File: src/sv/tpss_pkg.sv
`default_nettype none
package tpss_pkg;
  localparam int COORD_BITS_DEF = 32;
  localparam int LH_BITS = 20;
  localparam int LAYER_BITS = 16;
  localparam int TRI_BITS = 24;
  localparam int ZP_BITS = LAYER_BITS + LH_BITS;
  localparam int LANES = 4;
  localparam logic [LH_BITS-1:0] LH_RESET = LH_BITS'(200000);
endpackage
`default_nettype wire

File: src/sv/tpss_div_cell.sv
`default_nettype none
module tpss_div_cell #(
  parameter int W = tpss_pkg::COORD_BITS_DEF,
  parameter int PW = 8
) (
  input  wire logic         clk,
  input  wire logic         rst,
  input  wire logic         en,
  input  wire logic         in_valid,
  input  wire logic [W:0]   in_rem [tpss_pkg::LANES],
  input  wire logic [W:0]   in_low [tpss_pkg::LANES],
  input  wire logic [W:0]   in_m   [tpss_pkg::LANES],
  input  wire logic [PW-1:0] in_pay,
  output logic              out_valid,
  output logic [W:0]        out_rem [tpss_pkg::LANES],
  output logic [W:0]        out_low [tpss_pkg::LANES],
  output logic [W:0]        out_m   [tpss_pkg::LANES],
  output logic [PW-1:0]     out_pay
);
  import tpss_pkg::*;

  logic [W+1:0] t   [LANES];
  logic         ge  [LANES];
  logic [W+1:0] dif [LANES];

  always_comb begin
    for (int i = 0; i < LANES; i++) begin
      t[i] = {in_rem[i], in_low[i][W]};
      dif[i] = t[i] - {1'b0, in_m[i]};
      ge[i] = t[i] >= {1'b0, in_m[i]};
    end
  end

  always_ff @(posedge clk) begin
    if (rst) begin
      out_valid <= 1'b0;
    end else if (en) begin
      out_valid <= in_valid;
    end
  end

  always_ff @(posedge clk) begin
    if (en) begin
      for (int i = 0; i < LANES; i++) begin
        out_rem[i] <= ge[i] ? dif[i][W:0] : t[i][W:0];
        out_low[i] <= {in_low[i][W-1:0], ge[i]};
        out_m[i] <= in_m[i];
      end
      out_pay <= in_pay;
    end
  end
endmodule
`default_nettype wire

File: config.mk
export PLATFORM = sky130hd
export DESIGN_NAME = tpss_div_cell
export DESIGN_NICKNAME = d
export VERILOG_FILES = /design/src/sv/tpss_pkg.sv /design/src/sv/tpss_div_cell.sv
export SDC_FILE = /design/constraint.sdc
export NUM_CORES = 1
export LEC_CHECK = 0
export BUFFER_PORTS_ARGS = -buffer_cell sky130_fd_sc_hd__buf_4
export CORE_AREA = 4 4 312 314
export CTS_BUF_LIST = sky130_fd_sc_hd__clkbuf_8
export DETAILED_ROUTE_END_ITERATION = 12
export DIE_AREA = 0 0 316 318
export PLACE_DENSITY = 0.41
export RECOVER_POWER = 25
export SLEW_MARGIN = 10
export SYNTH_ARGS = -nofsm -noshare
export SYNTH_HDL_FRONTEND = slang
export SYNTH_SLANG_ARGS = --single-unit
File: constraint.sdc
create_clock -name clk -period 3.4 [get_ports clk]
set_clock_uncertainty 0.1 [all_clocks]
set_input_delay 0.34 -clock clk [delete_from_list [all_inputs] [get_ports clk]]
set_output_delay 0.34 -clock clk [all_outputs]
set_load 0.01 [all_outputs]
== After elaboration in Yosys (flattened, before gate mapping) ==
Index checks and enable logic that the tools add are counted.
Storage, ports and cells
  register bits after elaboration: 405
  output and inout bits: 405
  input port bits: 408
  word-level logic and storage cells: 26
Operators by class
  multiplexer cells: 4
  order comparisons: 4
  add/sub/neg operators: 4
Operators with widths (count)
  34-bit by 33-bit greater-or-equal comparator with 1-bit output: 4
  33-bit 2-to-1 mux: 4
  33-bit subtractor: 4

== Longest topological paths before layout ==
  depth after elaboration: 2
  depth in mapped cells: 17
  mapped depth without buffers: 15

== Worst setup path after synthesis ==
OpenSTA, ideal clock, no wires.
  kind: input to register
  start point: input in_low[32] (netlist bit)
  end point: register out_rem[18] (netlist bit) (data pin)
  setup slack: -0.065 ns
  arrival: 3.105 ns
  library setup time: 0.260 ns
  data required time: 3.040 ns
  buffers on the path: 1
  cell stages on the path: 15
  path through: inv_1 > ha_1 > inv_1 > fa_1 > a21o_1 > a21oi_1 > o21bai_1 > a21oi_1 > o31a_1 > o21ba_2 > o21a_1 > o21ai_2 > a21boi_2 > buf_2 > mux2_2
On the way
  word-level cells in the longest chain between the ends: 2
  elaborated cells between the ends (all ways): 3
  classes of those cells: 1 x add/sub; 1 x order compare; 1 x mux
Ends and longest elaborated chain
  from (decl): RTL line tpss_div_cell.sv:11  | input wire logic [W:0] in_low [tpss_pkg::LANES],
  33-bit subtractor / 34-bit by 33-bit greater-or-equal comparator with 1-bit output (equally long branches): RTL line tpss_div_cell.sv:29, tpss_div_cell.sv:30
  33-bit 2-to-1 mux *: RTL line tpss_div_cell.sv:45  | out_rem[i] <= ge[i] ? dif[i][W:0] : t[i][W:0];
  to (signal, indexed assignment): RTL line tpss_div_cell.sv:45
  to (decl): RTL line tpss_div_cell.sv:15  | output logic [W:0] out_rem [tpss_pkg::LANES],
Every way passes the cells marked *; elsewhere a longest branch is shown, timed or not.
A chain may end at the register's enable or synchronous reset.

== Worst setup path after layout ==
  start point: input in_m[83] (netlist bit)
  end point: register out_rem[92] (netlist bit) (data pin)
On the way
  word-level cells in the longest chain between the ends: 2
  elaborated cells between the ends (all ways): 3
  classes of those cells: 1 x add/sub; 1 x order compare; 1 x mux
Ends and longest elaborated chain
  from (decl): RTL line tpss_div_cell.sv:12  | input wire logic [W:0] in_m [tpss_pkg::LANES],
  33-bit subtractor / 34-bit by 33-bit greater-or-equal comparator with 1-bit output (equally long branches): RTL line tpss_div_cell.sv:29, tpss_div_cell.sv:30
  33-bit 2-to-1 mux *: RTL line tpss_div_cell.sv:45
Marks and branches as above.

==> impl_metrics.toml <==
[placement]
place.gp.congestion = 0.856
placed_cell_area_um2 = 29900
port_buffers = 812
detailedPlacementHpwl_um = 68200

[global_route]
grt_max_degree = 72
antenna_found_initial = 11
grt_pass1_vias = 20596
grt_pass1_wl_um = 125000
grt-ovfl-total = 0
grtUsageTotal_pct = 16.2

[detailed_routing]
wl_um = 85600
detail-route-antenna-nets = 0
wl_per_cell_um = 18.7
drc = 0
drtPass1Iterations = 5
detail_route.vias_per_cell = 4.24
first_iter_violations = 1026
routed-via-count = 19350

[critical_path]
timing.critical_path.slowest_stage_cell = "sky130_fd_sc_hd__dlygate4sd3_1"
cp_num_buf_inv = 5
critical_path_peak_fanout = 8
reg_to_reg_slack_setup_ns = 2.12
setup.worst_path.start = "in_m[83]"
critical_path_class = "in -> reg"
r2r_cells = 3
cp_slowest_stage_delay_ns = 0.52
startpoint_types = "primary input"
worstPathCellList = "dlygate4sd3_1 -> clkbuf_4 -> inv_1 -> ha_1 -> nand2_1 -> o21ai_2 -> nor2_1 -> a221o_1 -> o21a_1 -> o21ai_2 -> a221oi_2 -> or2_1 -> and2_1 -> buf_4 -> buf_4 -> o31ai_1"
critical_path.reg2reg.startpoint = "out_valid$_SDFFE_PP0P_"
timing.rr.end = "out_valid$_SDFFE_PP0P_"
worst_ep_arrival_time_ns = 3.73
setup.worst_path.end_class = "flop"
worstPathRequired_ns = 3.81
cpLargestDelayFamily = "compound AO/OA/AOI/OAI gates"

[timing]
worst-slew-pin-transition_ns = 2.37
timing.setup.tns_ns = 0
rsz_0062_raised_after_global_routing = "no"
report.final.setup_viol = 0
timing.max_slew.rel_slack_pct = -57.9
finalHoldViolations = 1
fmaxAchievable_mhz = 301
post-route-period-util_pct = 97.8
whs_ns = -0.116
final_min_period_ns = 3.32
max_slew_violation_count = 66

[logic_synthesis]
ys_warn_count = 0
yosys_most_used_dff = "sky130_fd_sc_hd__edfxtp_1"
synth_seq_cells = 405
synth-seq-area-share_pct = 58.5
synthesized_instance_count = 1759
mean_instance_size_in_the_synthesized_netlist_um2 = 11.8
yosysUniqueCellTypes = 74
synth_async_sr_flop_share_pct = 0
post_synth_instance_area_um2 = 20800
synth-edff-count = 404
synth.net_count = 2303

[min_path]
min-delay-start = "in_rem[66]"
whs_path_depth = 2
worst_hold_path_type = "in -> reg"
min_delay_worst_endpoint = "out_rem[67]$_DFFE_PP_"

[floorplan]
core.rowCount = 113
fp.dieW_um = 316
num_io_pins = 813
fp.coreArea_um2 = 94600
die_area_um2 = 100000
dieHeight_um = 318
initial_core_util_pct = 22.0

[layout]
syn_to_final_growth_pct = 70.1
final_std_cell_area_no_fill_um2 = 35300
final_net_count = 3777
num-fill-cells = 9471
finish.utilization_pct = 37.4
drive_above_1_share_pct = 33.4

[power]
power.total_mw = 15.4
vdd_drop_max_mv = 0.460
power-per-cell-area_nw_per_um2 = 435
cellLeakagePower_nw = 15.5

[status]
run_status = "finished, violations left"
violations_in_the_final_reports = "hold timing, capacitance limit, slew limit"

[cts]
cts-root-buf = "sky130_fd_sc_hd__clkbuf_8"
clock_buffer_count_from_cts = 80
htree_num_levels = 3
cts-hold-fix-buffers = 405
tritoncts_num_sinks = 405
worst_setup_hold_path_clk_slew_ns = 0.06
tritoncts = "built"
clk-insertion-delay-late_ns = 0.71
cts-root-to-sink-buffers = 3

[job]
max_cap_viol_count = 1
## layout make-up
type                    count  area (um2)  area share, %
flip-flops and latches    405       12200           34.4
repair buffers           1434       11600           32.8
multi-input cells        1140        7850           22.2
well taps                1265        1580           4.48
clock buffers              80        1100           3.12
inverters                 172         646           1.83
clock inverters            63         377           1.07
diodes                     10        25.0         0.0708
## cells by family after synthesis
| group | synth area share [%] |
|---|---|
| muxes | 1.13 |
| buffers and inverters | 4.19 |
| adders and majority gates | 8.34 |
| DFF | 58.5 |
| xor gates and xnor gates | 5.02 |
| and+or+nand+nor | 8.74 |
| AOI/OAI and AO/OA | 14.1 |
## worst reg2reg max path: stages, from the launching register on
cell and delay [ns]:
sky130_fd_sc_hd__dfxtp_1 0.32, sky130_fd_sc_hd__mux2i_1 0.13, sky130_fd_sc_hd__nor2_1 0.06, sky130_fd_sc_hd__dlygate4sd3_1 0.56
## routing by layer
metal	track usage (%)	vias up	share of wire, %
met5	0	-	0.025
met4	5.01	4	2.8
met3	4.16	121	6.7
met2	30.9	608	53
met1	17.3	9196	37
li1	-	9421	-
## cells in the final DEF (no fill, tap or decap), drive strengths merged, types with 5 or more instances in the layout
master and instances:
a211oi 6, a21boi 6, a21o 67, a21oi 144, a221oi 5, a31oi 14, and2 6, and3 12
buf 772, clkbuf 338, clkinv 31, diode 10, dlygate4sd3 404, edfxtp 404, ha 132, inv 200
mux2 19, nand2 156, nand2b 8, nand3 36, nand4 24, nor2 82, nor2b 18, nor3 18
o211ai 7, o21a 13, o21ai 155, o21bai 14, o221ai 7, o31ai 8, or2 7, xnor2 57
xor2 62
## worst max-delay path by stage
stage	to	cells after the start
global route	out_rem[54]$_DFFE_PP_	16
finish	out_rem[92]$_DFFE_PP_	16
detailed placement	out_rem[100]$_DFFE_PP_	15
floorplan	out_rem[18]$_DFFE_PP_	15
CTS	out_rem[42]$_DFFE_PP_	17
global placement	out_rem[117]$_DFFE_PP_	15
## synth_stat cells, types with 5 or more instances
library cell,number,area share [%]
sky130_fd_sc_hd__edfxtp_1,404,58
sky130_fd_sc_hd__inv_1,172,3.1
sky130_fd_sc_hd__nand2_1,156,2.8
sky130_fd_sc_hd__o21ai_0,147,3.5
sky130_fd_sc_hd__a21oi_1,142,3.4
sky130_fd_sc_hd__ha_1,132,8.0
sky130_fd_sc_hd__nor2_1,82,1.5
sky130_fd_sc_hd__a21o_1,67,2.4
sky130_fd_sc_hd__xor2_1,62,2.6
sky130_fd_sc_hd__xnor2_1,57,2.4
sky130_fd_sc_hd__nand3_1,36,0.87
sky130_fd_sc_hd__nand4_1,24,0.72
sky130_fd_sc_hd__clkbuf_1,21,0.38
sky130_fd_sc_hd__nor2b_1,18,0.54
sky130_fd_sc_hd__nor3_1,16,0.39
sky130_fd_sc_hd__buf_2,15,0.36
sky130_fd_sc_hd__mux2_2,15,0.81
sky130_fd_sc_hd__a31oi_1,14,0.42
sky130_fd_sc_hd__o21bai_1,14,0.51
sky130_fd_sc_hd__o21a_1,13,0.47
sky130_fd_sc_hd__and3_1,12,0.36
sky130_fd_sc_hd__nand2b_1,8,0.24
sky130_fd_sc_hd__o211ai_1,7,0.25
sky130_fd_sc_hd__o221ai_1,7,0.30
sky130_fd_sc_hd__o31ai_1,7,0.25
sky130_fd_sc_hd__a211oi_1,6,0.22
sky130_fd_sc_hd__and2_1,6,0.18
sky130_fd_sc_hd__buf_6,5,0.27
sky130_fd_sc_hd__o21ai_1,5,0.12
sky130_fd_sc_hd__or2_2,5,0.15
## per-stage QoR
step / worst slack (ns) / instances
after floorplan: 0.00635 / 1759
after global placement: -0.650 / 4007
after detailed placement: -0.722 / 4007
after CTS: 0.00393 / 4555
after global routing: 0.0168 / 4568
final: 0.0756 / 4569
## power breakdown
| group | switching, mW | internal (mW) |
|---|---|---|
| sequential | 0.176 | 6.16 |
| combinational | 2.10 | 2.17 |
| clock | 2.32 | 2.44 |
## state kept, by name (all words and copies together), names as in the netlist
name,count
out_low,132
out_m,132
out_pay,8
out_rem,132
out_valid,1
## what timing repair did
item | in CTS | in global routing
setup endpoints to repair | 0 | 119
gates resized for setup | 0 | 23
setup buffers | 0 | 4
hold endpoints to repair | 401 | 1
Note: power is estimated with default switching activity, not from simulation.
